--- src/rtl/rfpc_pkg.sv ---
// ----------------------------------------------------------------------------
// rfpc_pkg
// Shared constants, types and helpers for the rise/fall peak counter.
// ----------------------------------------------------------------------------
package rfpc_pkg;

    // Event counters (window, rise, fall)
    localparam int CNT_WIDTH = 17;
    typedef logic [CNT_WIDTH-1:0] cnt_t;

    // Configuration port
    localparam int CFG_IDX_WIDTH  = 2;
    localparam int CFG_DATA_WIDTH = 16;
    typedef logic [CFG_IDX_WIDTH-1:0]  cfg_idx_t;
    typedef logic [CFG_DATA_WIDTH-1:0] cfg_data_t;

    // Register indexes
    localparam cfg_idx_t CFG_MIN_RISE_STEP = 2'd0;
    localparam cfg_idx_t CFG_MIN_COUNT     = 2'd1;
    localparam cfg_idx_t CFG_MAX_WINDOW    = 2'd2;

    // Register widths and reset values
    localparam int STEP_WIDTH  = 16;
    localparam int COUNT_WIDTH = 8;
    localparam int WIN_WIDTH   = 16;
    typedef logic [STEP_WIDTH-1:0]  step_t;
    typedef logic [COUNT_WIDTH-1:0] count_t;
    typedef logic [WIN_WIDTH-1:0]   win_t;

    localparam step_t  MIN_RISE_STEP_RST = 16'd0;
    localparam count_t MIN_COUNT_RST     = 8'd3;
    localparam win_t   MAX_WINDOW_RST    = 16'd100;

    // A step below this value counts as a fall
    localparam int FALL_STEP = -100;

    // Counter increment that sticks at all ones
    function automatic cnt_t sat_inc(input cnt_t c);
        cnt_t r;
        r = (&c) ? c : c + cnt_t'(1);
        return r;
    endfunction

endpackage

--- src/rtl/rise_fall_peak_counter.sv ---
// ----------------------------------------------------------------------------
// rise_fall_peak_counter
// Valley-peak-valley detector over a stream of signed sensor samples.
// ----------------------------------------------------------------------------
// Usage:
//   Input channel (in_valid / in_stall / sample) carries one signed sample per
//   beat; the output channel (out_valid / out_stall / peak_found) returns one
//   flag per sample, in order. A beat moves when valid is high and stall low.
//   The sample is first held in an input register; the detector state and the
//   result register update together when that sample moves on.
//   Throughput: 1 sample per cycle while the receiver does not stall; the state
//   update (step, compare, counter increments) sets that rate.
//   Receiver stall: the result register holds; the input register keeps its
//   sample and in_stall goes high once it is occupied, so nothing is lost.
//   Configuration: cfg_we writes cfg_data to the register at cfg_index
//   (0 min_rise_step, 1 min_count, 2 max_window); write only while idle.
//   Reset: registers return to 0 / 3 / 100, all detector state and both
//   pipeline valids are cleared.
// ----------------------------------------------------------------------------
module rise_fall_peak_counter #(
    parameter int SAMPLE_WIDTH = 16
) (
    input  logic                           clk,
    input  logic                           rst_n,
    // configuration
    input  logic                           cfg_we,
    input  rfpc_pkg::cfg_idx_t             cfg_index,
    input  rfpc_pkg::cfg_data_t            cfg_data,
    // sample channel
    input  logic                           in_valid,
    output logic                           in_stall,
    input  logic signed [SAMPLE_WIDTH-1:0] sample,
    // result channel
    output logic                           out_valid,
    input  logic                           out_stall,
    output logic                           peak_found
);

    // Compare width: holds the step and the unsigned rise threshold
    localparam int DW = SAMPLE_WIDTH + 1;
    localparam int CW = ((DW > rfpc_pkg::STEP_WIDTH + 1) ? DW : rfpc_pkg::STEP_WIDTH + 1) + 1;
    localparam logic signed [CW-1:0] FALL_LIM = CW'(rfpc_pkg::FALL_STEP);

    // Configuration registers
    rfpc_pkg::step_t  min_rise_step_reg;
    rfpc_pkg::count_t min_count_reg;
    rfpc_pkg::win_t   max_window_reg;

    // Pipeline registers
    logic                           s1_valid_reg;
    logic signed [SAMPLE_WIDTH-1:0] s1_sample_reg;
    logic                           out_valid_reg;
    logic                           peak_found_reg;

    // Detector state
    logic signed [SAMPLE_WIDTH-1:0] previous_sample_reg, previous_sample_next;
    logic signed [SAMPLE_WIDTH-1:0] running_max_reg, running_max_next;
    rfpc_pkg::cnt_t                 window_count_reg, window_count_next;
    rfpc_pkg::cnt_t                 rise_count_reg, rise_count_next;
    rfpc_pkg::cnt_t                 fall_count_reg, fall_count_next;
    logic                           peak_next;

    // Datapath intermediates
    logic signed [DW-1:0]           step;
    logic signed [CW-1:0]           step_ext;
    logic signed [CW-1:0]           rise_lim;
    logic                           win_clear;
    logic signed [SAMPLE_WIDTH-1:0] rmax_mid;
    rfpc_pkg::cnt_t                 win_mid, rise_mid, fall_mid, fall_inc;
    logic                           rise_hit, fall_hit, fall_done, enough_rises;

    // Handshake
    logic s1_fire;
    logic out_free;

    assign out_free  = !out_valid_reg || !out_stall;
    assign s1_fire   = s1_valid_reg && out_free;
    assign in_stall  = s1_valid_reg && !out_free;
    assign out_valid  = out_valid_reg;
    assign peak_found = peak_found_reg;

    // Configuration writes
    always_ff @(posedge clk or negedge rst_n)
    begin
        if (!rst_n)
        begin
            min_rise_step_reg <= rfpc_pkg::MIN_RISE_STEP_RST;
            min_count_reg     <= rfpc_pkg::MIN_COUNT_RST;
            max_window_reg    <= rfpc_pkg::MAX_WINDOW_RST;
        end
        else if (cfg_we)
        begin
            case (cfg_index)
                rfpc_pkg::CFG_MIN_RISE_STEP: min_rise_step_reg <= cfg_data;
                rfpc_pkg::CFG_MIN_COUNT:
                    min_count_reg <= cfg_data[rfpc_pkg::COUNT_WIDTH-1:0];
                rfpc_pkg::CFG_MAX_WINDOW:    max_window_reg <= cfg_data;
                default: ;
            endcase
        end
    end

    // Step and threshold compares
    assign step     = DW'(s1_sample_reg) - DW'(previous_sample_reg);
    assign step_ext = CW'(step);
    assign rise_lim = $signed(CW'(min_rise_step_reg));

    // Window check runs first on the old count
    assign win_clear = window_count_reg > rfpc_pkg::cnt_t'(max_window_reg);
    assign rmax_mid  = win_clear ? '0 : running_max_reg;
    assign win_mid   = win_clear ? '0 : rfpc_pkg::sat_inc(window_count_reg);
    assign rise_mid  = win_clear ? '0 : rise_count_reg;
    assign fall_mid  = win_clear ? '0 : fall_count_reg;

    assign rise_hit     = (step_ext > rise_lim) && (s1_sample_reg > rmax_mid);
    assign fall_hit     = step_ext < FALL_LIM;
    assign fall_inc     = rfpc_pkg::sat_inc(fall_mid);
    assign fall_done    = fall_inc >= rfpc_pkg::cnt_t'(min_count_reg);
    assign enough_rises = rise_mid >= rfpc_pkg::cnt_t'(min_count_reg);

    // Next state of the detector
    always_comb
    begin
        previous_sample_next = s1_sample_reg;
        running_max_next     = rmax_mid;
        window_count_next    = win_mid;
        rise_count_next      = rise_mid;
        fall_count_next      = fall_mid;
        peak_next            = 1'b0;
        if (rise_hit)
        begin
            running_max_next = s1_sample_reg;
            rise_count_next  = rfpc_pkg::sat_inc(rise_mid);
            fall_count_next  = '0;
        end
        else if (fall_hit)
        begin
            if (fall_done)
            begin
                running_max_next  = '0;
                window_count_next = '0;
                rise_count_next   = '0;
                fall_count_next   = '0;
                peak_next         = enough_rises;
                // previous sample stays put on a detection
                if (enough_rises)
                    previous_sample_next = previous_sample_reg;
            end
            else
            begin
                fall_count_next = fall_inc;
            end
        end
    end

    // Control and state registers
    always_ff @(posedge clk or negedge rst_n)
    begin
        if (!rst_n)
        begin
            s1_valid_reg        <= 1'b0;
            out_valid_reg       <= 1'b0;
            previous_sample_reg <= '0;
            running_max_reg     <= '0;
            window_count_reg    <= '0;
            rise_count_reg      <= '0;
            fall_count_reg      <= '0;
        end
        else
        begin
            if (!in_stall)
                s1_valid_reg <= in_valid;
            if (out_free)
                out_valid_reg <= s1_valid_reg;
            if (s1_fire)
            begin
                previous_sample_reg <= previous_sample_next;
                running_max_reg     <= running_max_next;
                window_count_reg    <= window_count_next;
                rise_count_reg      <= rise_count_next;
                fall_count_reg      <= fall_count_next;
            end
        end
    end

    // Payload registers
    always_ff @(posedge clk)
    begin
        if (in_valid && !in_stall)
            s1_sample_reg <= sample;
        if (s1_fire)
            peak_found_reg <= peak_next;
    end

    // Assertions
    a_stall_needs_item: assert property (@(posedge clk) disable iff (!rst_n)
        in_stall |-> s1_valid_reg)
        else $error("input stalled with empty input register");

    a_fire_gives_result: assert property (@(posedge clk) disable iff (!rst_n)
        s1_fire |=> out_valid_reg)
        else $error("result register not loaded after sample moved on");

    a_peak_clears: assert property (@(posedge clk) disable iff (!rst_n)
        s1_fire && peak_next |=> rise_count_reg == '0 && fall_count_reg == '0
            && window_count_reg == '0 && peak_found_reg)
        else $error("detection did not clear the event state");

    a_rise_sets_max: assert property (@(posedge clk) disable iff (!rst_n)
        s1_fire && rise_hit |=> running_max_reg == $past(s1_sample_reg)
            && fall_count_reg == '0)
        else $error("rise did not record the new maximum");

endmodule

--- config.mk ---
export PLATFORM = sky130hd
export DESIGN_NAME = rise_fall_peak_counter
export DESIGN_NICKNAME = d
export VERILOG_FILES = /design/src/rtl/rfpc_pkg.sv /design/src/rtl/rise_fall_peak_counter.sv
export SDC_FILE = /design/constraint.sdc
export NUM_CORES = 1
export LEC_CHECK = 0
export ABC_AREA = 1
export ABC_CLOCK_PERIOD_IN_PS = 8950
export BUFFER_PORTS_ARGS = -buffer_cell sky130_fd_sc_hd__buf_2
export CAP_MARGIN = 40
export CORE_MARGIN = 1
export CORE_UTILIZATION = 30
export CTS_BUF_LIST = sky130_fd_sc_hd__clkbuf_4
export DETAILED_ROUTE_END_ITERATION = 8
export SYNTH_ARGS = -nofsm -noshare
export SYNTH_HDL_FRONTEND = slang
export SYNTH_SLANG_ARGS = --single-unit
--- constraint.sdc ---
create_clock -name clk -period 8.95 [get_ports clk]
set_input_delay 2.685 -clock clk [delete_from_list [all_inputs] [get_ports clk]]
set_output_delay 2.685 -clock clk [all_outputs]
set_load 0.01 [all_outputs]
==> impl_metrics.tcl, run 1 <==
set metrics [dict create \
    status "finished, final reports clean" \
    grt_pass1_vias 8203 \
    hold_viol 0 \
    synth_most_common_cell "nand2_1" \
    std_cell_rows 66 \
    drtIter0Drc 427 \
    synth_edf_count 17 \
    numCtsBuffers 17 \
    setup_slack_ns 2.512 \
    skew_ns 0.03199 \
    portBuffers 41 \
    crit_path_max_incr_delay_ns 0.56 \
    cts_setup_buffers 0 \
    ys_warn_count 0 \
    synth-main-ff-cell "dfrtp_1" \
    synth_top_area_cell "dfrtp_1" \
    cts.sinks 142 \
    cts.path.max_buffers 2 \
    ctsResizeCount 0 \
    crit_fanout 64 \
    worst_pin_slew_ns 0.7466 \
    met2_usage_pct 24.79 \
    fmax_ghz 0.1553 \
    min_path_type "reg -> reg" \
    fin_crit_sh_pct 71.93 \
    dieArea_mm2 0.03366 \
    dieHeight_um 183.5 \
    fin_area_mm2 0.01084 \
    vias_per_cell 4.651 \
    ir_drop_mv 0.1138 \
    grt_pass1_wl_mm 40.32 \
    wl_mm 24.21 \
    dp_hpwl_mm 18.31 \
    use_met3_pct 2.179 \
    die_x_um 183.5 \
    syn2layout_area_growth_pct 9.662 \
    ys_seq_area_share_pct 36.89 \
    busiest_layer "met2" \
    ys_types 48 \
    grt_overflow 0 \
    ant_nets 0 \
    synthDominantCellAreaShare_pct 30.39 \
    drv_cap 0 \
    syn_avg_cell_area_um2 7.223 \
    grt_max_degree 65 \
    required_ns 9.40 \
    ys_ff_latch 142 \
    tns_ns 0 \
    layout-drive-gt1-share_pct 8.853 \
    endpoint_kind "flop" \
    ios 42 \
    via_count 8628 \
    crit_top_cell "nor2_1" \
    power_density_mw_per_mm2 274.2 \
    syn_nets 1491 \
    cts_tree "built" \
    finalPower_mw 2.971 \
    core_region_area_mm2 0.03245 \
    clkTransAtPathRegs_ns 0.14 \
    final_nets 1522 \
    gp_congestion 0.8628 \
    cp_slowest_cell "inv_1" \
    cts-hold-fix-buffers 0 \
    grt.met1_usage_pct 20.34 \
    grtUsageTotal_pct 15.00 \
    postSynthCellCount 1368 \
    grt_setup_unrepaired "false" \
    synth_area_mm2 0.009881 \
    cp-start-kind "flop" \
    drc 0 \
    p_leak_nw 5.635 \
    setup_viol 0 \
    dp_slack_ns 2.589 \
    cts_root_buffer "clkbuf_4" \
    yosys-top-cells-area "dfrtp_1 (30%), nand2_1 (13%), ha_1 (11%), inv_1 (8.7%), nor2_1 (5.4%)" \
    worstPathArrival_ns 6.89 \
    synth_async_sr_flop_share_pct 88.03 \
    critPathKind "reg -> reg" \
    fin_crit_ns 6.438 \
    synthTopCellsByCount "nand2_1 (353), inv_1 (229), nor2_1 (143)" \
    wl_per_cell_um 13.05 \
    clock_latency_ns 0.57 \
    antenna_found_initial 1 \
    drv_slew 0 \
    htree_levels 4 \
    slew_headroom_pct 50.17 \
    post_dp_cell_area_mm2 0.01056 \
    initial_core_util_pct 30.45 \
    drt_pre_antenna_iters 5 \
]
==> cell usage in the layout, fill, tap and decap left out, types with 3 or more instances in the layout <==
master      netlist  routed
nor4_1            7       7
dfstp_2           5       5
clkinvlp_4        0       3
inv_6             0       5
nand3b_1          4       4
clkbuf_4          0      18
nor2_2            7       7
buf_2             4      40
nand3_1          90      90
xnor2_1           6       6
nand3_2           5       5
clkinv_1          2       3
ha_1             83      83
o21ai_0          79      79
dfrtp_1         120     120
a31oi_1           6       6
a21oi_2          15      15
nor3_1           11      11
edfxtp_1         17      17
xor2_1           23      23
a21o_1            3       3
a21oi_1          53      53
inv_1           229     229
nand2_1         353     353
nand4_1          26      26
o22ai_1          16      16
nor2_1          143     142
nand2_2           6       6
buf_4             2       6
==> report_power, final <==
group / total [mW] / leakage, nW / internal [mW] / switching (mW)
combinational: 1.64 / 3.78 / 0.588 / 1.05
sequential: 0.924 / 1.72 / 0.813 / 0.111
clock: 0.411 / 0.140 / 0.146 / 0.264
total: 2.97 / 5.64 / 1.55 / 1.42
==> cell type report <==
| class | instances | area, um2 |
|---|---|---|
| timing repair buffer | 50 | 322.8 |
| sequential | 142 | 3645 |
| fill | 3436 | 21620 |
| tap | 442 | 553.0 |
| inverter | 231 | 867.1 |
| clock inverter | 14 | 133.9 |
| clock buffer | 18 | 135.1 |
| antenna | 1 | 2.502 |
| multi-input combinational | 957 | 5176 |
==> critical path, delay by kind of cell (launching register included) <==
| kind | cells | cell delay [ns] |
|---|---|---|
| buffers and inverters | 3 | 0.67 |
| and+or+nand+nor | 25 | 3.59 |
| DFF | 1 | 0.55 |
| AOI/OAI and AO/OA | 3 | 0.43 |
| adders and majority gates | 3 | 0.83 |
| xor gates and xnor gates | 1 | 0.18 |
==> kinds of logic (layout without fill, tap and decap cells) <==
group                    Yosys count  in the layout  share of synthesized area, %
other                              0              1                             0
AO/OA/AOI/OAI                    188            188                         10.97
buffers and inverters            269            313                         10.80
AND/OR/NAND/NOR                  656            656                         28.06
XOR/XNOR                          29             29                         2.571
flip-flops                       142            142                         36.89
adder cells (fa/ha/maj)           84             84                         10.71
==> through the flow <==
stage	utilization, %	cells	hold slack (ns)
2_1_floorplan	-	1368	0.4340
3_3_place_gp	32.31	1818	0.4531
3_5_place_dp	32.55	1822	0.4584
4_1_cts	33.38	1854	0.4906
5_1_grt	33.39	1855	0.5066
6_report	33.39	1855	0.4842
==> metal layers <==
| metal | vias up | wire length [um] |
|---|---|---|
| li1 | 4442 | - |
| met1 | 4004 | 11810 |
| met2 | 164 | 11210 |
| met3 | 18 | 867 |
| met4 | 0 | 318 |
| met5 | - | 0 |
==> path summary, 6_finish.rpt <==
path	startpoint	endpoint	slack, ns	cells after the start
max	max_window_reg[2]	previous_sample_reg[14]	2.51	35
min	previous_sample_reg[8]	previous_sample_reg[8]	0.48	2
min in group asynchronous	rst_n	out_valid	2.14	1
max in group asynchronous	rst_n	max_window_reg[6]	5.64	3
max reg2reg	max_window_reg[2]	previous_sample_reg[14]	2.51	35
min reg2reg	previous_sample_reg[8]	previous_sample_reg[8]	0.48	2
No activity file was read; power rests on OpenSTA's default activity.
==> inputs of run 2 (changes only) <==
--- a/config.mk
+++ b/config.mk
@@ -5,8 +5,8 @@
 export SDC_FILE = /design/constraint.sdc
 export NUM_CORES = 1
 export LEC_CHECK = 0
-export ABC_AREA = 1
-export ABC_CLOCK_PERIOD_IN_PS = 8950
+export ABC_AREA = 0
+export ABC_CLOCK_PERIOD_IN_PS = 5600
 export BUFFER_PORTS_ARGS = -buffer_cell sky130_fd_sc_hd__buf_2
 export CAP_MARGIN = 40
 export CORE_MARGIN = 1
==> constraint.sdc (replaced) <==
create_clock -name clk -period 5.6 [get_ports clk]
set_input_delay 1.68 -clock clk [delete_from_list [all_inputs] [get_ports clk]]
set_output_delay 1.68 -clock clk [all_outputs]
set_load 0.01 [all_outputs]
==> run 2 against run 1 <==
Compared with the run above: wire length down 4.6%; hold slack gained 0.025 ns; sequential power grew 49%.
==> impl_metrics.tcl, run 2 <==
set metrics [dict create \
    vias_per_cell 5.221 \
    ys_seq_area_share_pct 40.21 \
    synth-main-ff-cell "dfrtp_1" \
    std_cell_rows 63 \
    clkTransAtPathRegs_ns 0.13 \
    initial_core_util_pct 30.50 \
    worstPathArrival_ns 5.86 \
    synth_area_mm2 0.009065 \
    layout-drive-gt1-share_pct 20.37 \
    drv_cap 0 \
    slew_headroom_pct 41.65 \
    dp_hpwl_mm 16.90 \
    drt_pre_antenna_iters 6 \
    setup_viol 0 \
    synthTopCellsByCount "dfrtp_1 (120), nand2_1 (95), inv_1 (86)" \
    dieHeight_um 175.8 \
    yosys-top-cells-area "dfrtp_1 (33%), ha_1 (11%), edfxtp_1 (5.6%), nand2_1 (3.9%), inv_1 (3.6%)" \
    post_dp_cell_area_mm2 0.009922 \
    skew_ns 0.02458 \
    hold_ws_ns 0.5093 \
    final_nets 1146 \
    ir_drop_mv 0.1798 \
    syn2layout_area_growth_pct 16.04 \
    drv_slew 0 \
    numCtsBuffers 17 \
    clock_latency_ns 0.58 \
    wl_per_cell_um 16.19 \
    hold_viol 0 \
    grtUsageTotal_pct 14.99 \
    syn_nets 1071 \
    synth_most_common_cell "dfrtp_1" \
    endpoint_kind "flop" \
    drtIter0Drc 559 \
    gp_congestion 0.8562 \
    grt_max_degree 47 \
    ant_nets 0 \
    ys_ff_latch 142 \
    power_density_mw_per_mm2 361.1 \
    cp-start-kind "flop" \
    most-common-layout-cells "dfrtp_1 (120), nand2_1 (94), inv_1 (86)" \
    wl_mm 23.11 \
    syn_avg_cell_area_um2 9.562 \
    grt_pass1_wl_mm 36.79 \
    final_common_cell "dfrtp_1" \
    required_ns 6.12 \
    via_count 7451 \
    cts_root_buffer "clkbuf_4" \
    synthDominantCellAreaShare_pct 33.13 \
    min_path_type "reg -> reg" \
    fin_area_mm2 0.01052 \
    cts_tree "built" \
    fin_crit_sh_pct 95.29 \
    setup_slack_ns 0.2637 \
    antenna_found_initial 1 \
    fin_crit_ns 5.336 \
    fmax_ghz 0.1874 \
    finalPower_mw 3.798 \
    postSynthCellCount 948 \
    grt_overflow 0 \
    portBuffers 41 \
    cts.sinks 142 \
    synth_top_area_cell "dfrtp_1" \
    synth_async_sr_flop_share_pct 88.03 \
    p_leak_nw 4.704 \
    die_x_um 175.8 \
    dieArea_mm2 0.03092 \
    tns_ns 0 \
    ys_warn_count 0 \
    grt_pass1_vias 7114 \
    ios 42 \
    synth_edf_count 17 \
    drc 0 \
    status "finished, final reports clean" \
    worst_pin_slew_ns 0.8672 \
    nFillCells 2987 \
    crit_fanout 4 \
    cts.path.max_buffers 2 \
    critPathKind "reg -> reg" \
    htree_levels 4 \
    core_region_area_mm2 0.02972 \
    dp_slack_ns -0.05282 \
    ys_types 86 \
]
run 2: cell count changes in the layout (fill, tap and decap cells not counted), moves of 17 or more:
cell     delta
xor2_1     -17
mux2_2     +27
inv_1     -143
nor2_1     -92
o21ai_0    -33
nand3_1    -63
nand2_1   -259
buf_4      +28
run 2: routing by layer:
layer / part of all wire [%] / global-route usage, % / wire length, um
met2: 46 / 23.91 / 10580
met1: 48 / 20.36 / 11050
met5: 0 / 0 / 0
met3: 4.7 / 2.879 / 1092
met4: 1.7 / 4.674 / 390
run 2: critical path, stage by stage (launching register included):
cell,delay [ns]
dfstp_2,0.56
inv_1,0.04
ha_1,0.28
nand4_1,0.17
buf_4,0.15
a211oi_2,0.04
o311ai_1,0.28
buf_4,0.19
and3_4,0.20
ha_4,0.15
nand2_2,0.06
or4_4,0.58
nor2_4,0.14
o21ai_0,0.17
a21oi_1,0.21
ha_1,0.29
nand4_1,0.13
o21bai_2,0.09
nor4bb_2,0.31
nand4_1,0.19
nor2b_1,0.17
o21bai_2,0.10
or3_4,0.37
a2111oi_2,0.31
a21o_1,0.12
run 2: power by group:
part | internal [mW] | switching [mW] | leakage (nW)
Sequential | 1.23 | 0.150 | 1.71
Clock | 0.321 | 0.418 | 0.161
Combinational | 0.758 | 0.918 | 2.83
run 2: final timing paths:
check | startpoint | end | slack (ns) | cells past startpoint
max | max_window_reg[5] | fall_count_reg[7] | 0.26 | 24
min | s1_valid_reg | out_valid | 0.51 | 1
max reg2reg | max_window_reg[5] | fall_count_reg[7] | 0.26 | 24
min reg2reg | s1_valid_reg | out_valid | 0.51 | 1
max in group asynchronous | rst_n | previous_sample_reg[9] | 3.52 | 3
min in group asynchronous | rst_n | max_window_reg[4] | 1.04 | 1
run 2: final cells by class:
| cell class | count | area [um2] | share of cell area, % |
|---|---|---|---|
| flip-flops and latches | 142 | 3645 | 34.65 |
| multi-input cells | 694 | 5149 | 48.95 |
| clock inverters | 13 | 166.4 | 1.582 |
| inverters | 86 | 322.8 | 3.069 |
| well taps | 390 | 488.0 | 4.639 |
| repair buffers | 82 | 603.1 | 5.733 |
| clock buffers | 19 | 142.6 | 1.356 |
| diodes | 1 | 2.502 | 0.02379 |
run 2: cell families after synthesis:
logic type | Yosys count | synth area share (%)
adder cells (fa/ha/maj) | 84 | 11.68
multiplexers | 29 | 3.575
XOR/XNOR | 20 | 1.932
flip-flops | 142 | 40.21
AND/OR/NAND/NOR | 305 | 17.07
AO/OA/AOI/OAI | 256 | 20.72
buffers and inverters | 112 | 4.817
run 2: through the flow:
step	util (%)	instances
after floorplan	-	948
after global placement	33.24	1380
after detailed placement	33.39	1383
after CTS	34.48	1415
after global routing	35.40	1427
final	35.40	1427
run 2: repair_timing:
action | 4_1_cts | 5_1_grt
setup buffers | 0 | 9
hold buffers | 0 | 0
gates cloned | 0 | 2
pin swaps | 0 | 27
setup endpoints to repair | 15 | 84
gates resized for setup | 3 | 38
==> inputs of run 3 (changes only) <==
--- a/config.mk
+++ b/config.mk
@@ -11,7 +11,6 @@
 export CAP_MARGIN = 40
 export CORE_MARGIN = 1
 export CORE_UTILIZATION = 30
-export CTS_BUF_LIST = sky130_fd_sc_hd__clkbuf_4
 export DETAILED_ROUTE_END_ITERATION = 8
 export SYNTH_ARGS = -nofsm -noshare
 export SYNTH_HDL_FRONTEND = slang
==> run 3 against run 2 <==
Compared with the run above: hold slack got worse by 0.015 ns; die area unchanged; maximum frequency fell by 0.42%; core utilization grew 0.95 points; flip-flop and latch count is the same; via count grew 0.15%; critical path depth is 2 higher; total power rose by 11%; setup slack worse by 0.023 ns; critical path type unchanged.
==> impl_metrics.tcl, run 3 (same netlist as run 2, synthesis figures left out) <==
set metrics [dict create \
    via_count 7462 \
    fin_crit_ns 5.359 \
    hold_viol 0 \
    cts.sinks 142 \
    skew_ns 0.01033 \
    final_nets 1145 \
    initial_core_util_pct 30.50 \
    numCtsBuffers 17 \
    dieHeight_um 175.8 \
    grt_max_degree 47 \
    vias_per_cell 5.236 \
    worst_pin_slew_ns 0.8717 \
    critPathKind "reg -> reg" \
    crit_path_max_incr_delay_ns 0.58 \
    drv_cap 0 \
    dieArea_mm2 0.03092 \
    layout-drive-gt1-share_pct 20.00 \
    cts_tree "built" \
    drt_pre_antenna_iters 5 \
    clock_latency_ns 0.44 \
    status "finished, final reports clean" \
    gp_congestion 0.8562 \
    grt_overflow 0 \
    drc 0 \
    final_cells 1425 \
    ir_drop_mv 0.1996 \
    cp.depth 26 \
    r2r_cells 26 \
    grt_pass1_wl_mm 37.02 \
    power_density_mw_per_mm2 391.2 \
    cp-start-kind "flop" \
    min_path_type "reg -> reg" \
    crit_fanout 8 \
    drtIter0Drc 545 \
    grtUsageTotal_pct 15.09 \
    cp.buffers_inverters 6 \
    final_common_cell "dfrtp_1" \
    std_cell_rows 63 \
    syn2layout_area_growth_pct 19.16 \
    hold-path-cell-count 1 \
    cp_slowest_cell "or4_4" \
    slew_headroom_pct 41.35 \
    endpoint_kind "flop" \
    cts_root_buffer "clkbuf_16" \
    crit_top_cell "buf_4" \
    portBuffers 41 \
    drv_slew 0 \
    ant_nets 0 \
    dp_hpwl_mm 16.90 \
    die_x_um 175.8 \
    htree_levels 4 \
    cts-hold-fix-buffers 0 \
    grt_pass1_vias 7140 \
    ios 42 \
    wl_per_cell_um 16.11 \
    most-common-layout-cells "dfrtp_1 (120), nand2_1 (94), inv_1 (86)" \
    insertedDiodeCount 0 \
    core_region_area_mm2 0.02972 \
    p_leak_nw 4.824 \
    wl_mm 22.96 \
    fmax_ghz 0.1866 \
    cts.path.max_buffers 2 \
    antenna_found_initial 0 \
    hold_ws_ns 0.4940 \
    clkTransAtPathRegs_ns 0.06 \
    required_ns 5.92 \
    dp_cells 1383 \
    setup_viol 0 \
    fin_crit_sh_pct 95.69 \
    path_delay_family "compound AO/OA/AOI/OAI gates" \
    worstPathArrival_ns 5.68 \
]
-- run 3: layout make-up --
cell class                      count  area (um2)
Timing Repair Buffer               81       595.6
Multi-Input combinational cell    694        5146
Clock inverter                     11       132.6
Inverter                           86       322.8
Sequential cell                   142        3645
Fill cell                        2949       18920
Tap cell                          390       488.0
Clock buffer                       21       471.7
-- run 3: through the flow --
stage               instance area, um2  worst slack, ns  setup TNS [ns]  power [mW]  util, %
floorplan                         9065          0.07876               0       2.531        -
global placement                  9879           0.1598               0       2.937    33.24
detailed placement                9922         -0.05282        -0.06169       2.982    33.39
CTS                              10540         0.007866               0       4.190    35.46
global route                     10800         -0.08051          -1.030       4.514    36.35
finish                           10800           0.2412               0       4.226    36.35
-- run 3: final timing paths --
path / start / to / slack [ns]
worst max-delay path: max_window_reg[5] / rise_count_reg[8] / 0.24
worst min-delay path: s1_valid_reg / out_valid / 0.49
worst max register to register: max_window_reg[5] / rise_count_reg[8] / 0.24
worst min register to register: s1_valid_reg / out_valid / 0.49
max in group asynchronous: rst_n / previous_sample_reg[8] / 3.38
min in group asynchronous: rst_n / max_window_reg[3] / 1.19
-- run 3: power by group --
part / internal (mW) / switching [mW]
Sequential: 1.24 / 0.150
Clock: 0.698 / 0.480
Combinational: 0.753 / 0.908
-- run 3: what timing repair did --
action,in CTS,in global routing
hold endpoints to repair,0,0
gates resized for setup,2,38
setup endpoints to repair,12,76
buffers inserted,0,8
gates cloned,0,2
pin swaps,0,21
-- run 3: routing by layer --
| layer | share of wire [%] | up-vias | GRT usage (%) |
|---|---|---|---|
| li1 | - | 3631 | - |
| met1 | 48 | 3649 | 20.40 |
| met2 | 46 | 159 | 24.08 |
| met3 | 4.2 | 23 | 2.879 |
| met4 | 1.5 | 0 | 5.000 |
| met5 | 0 | - | 0 |
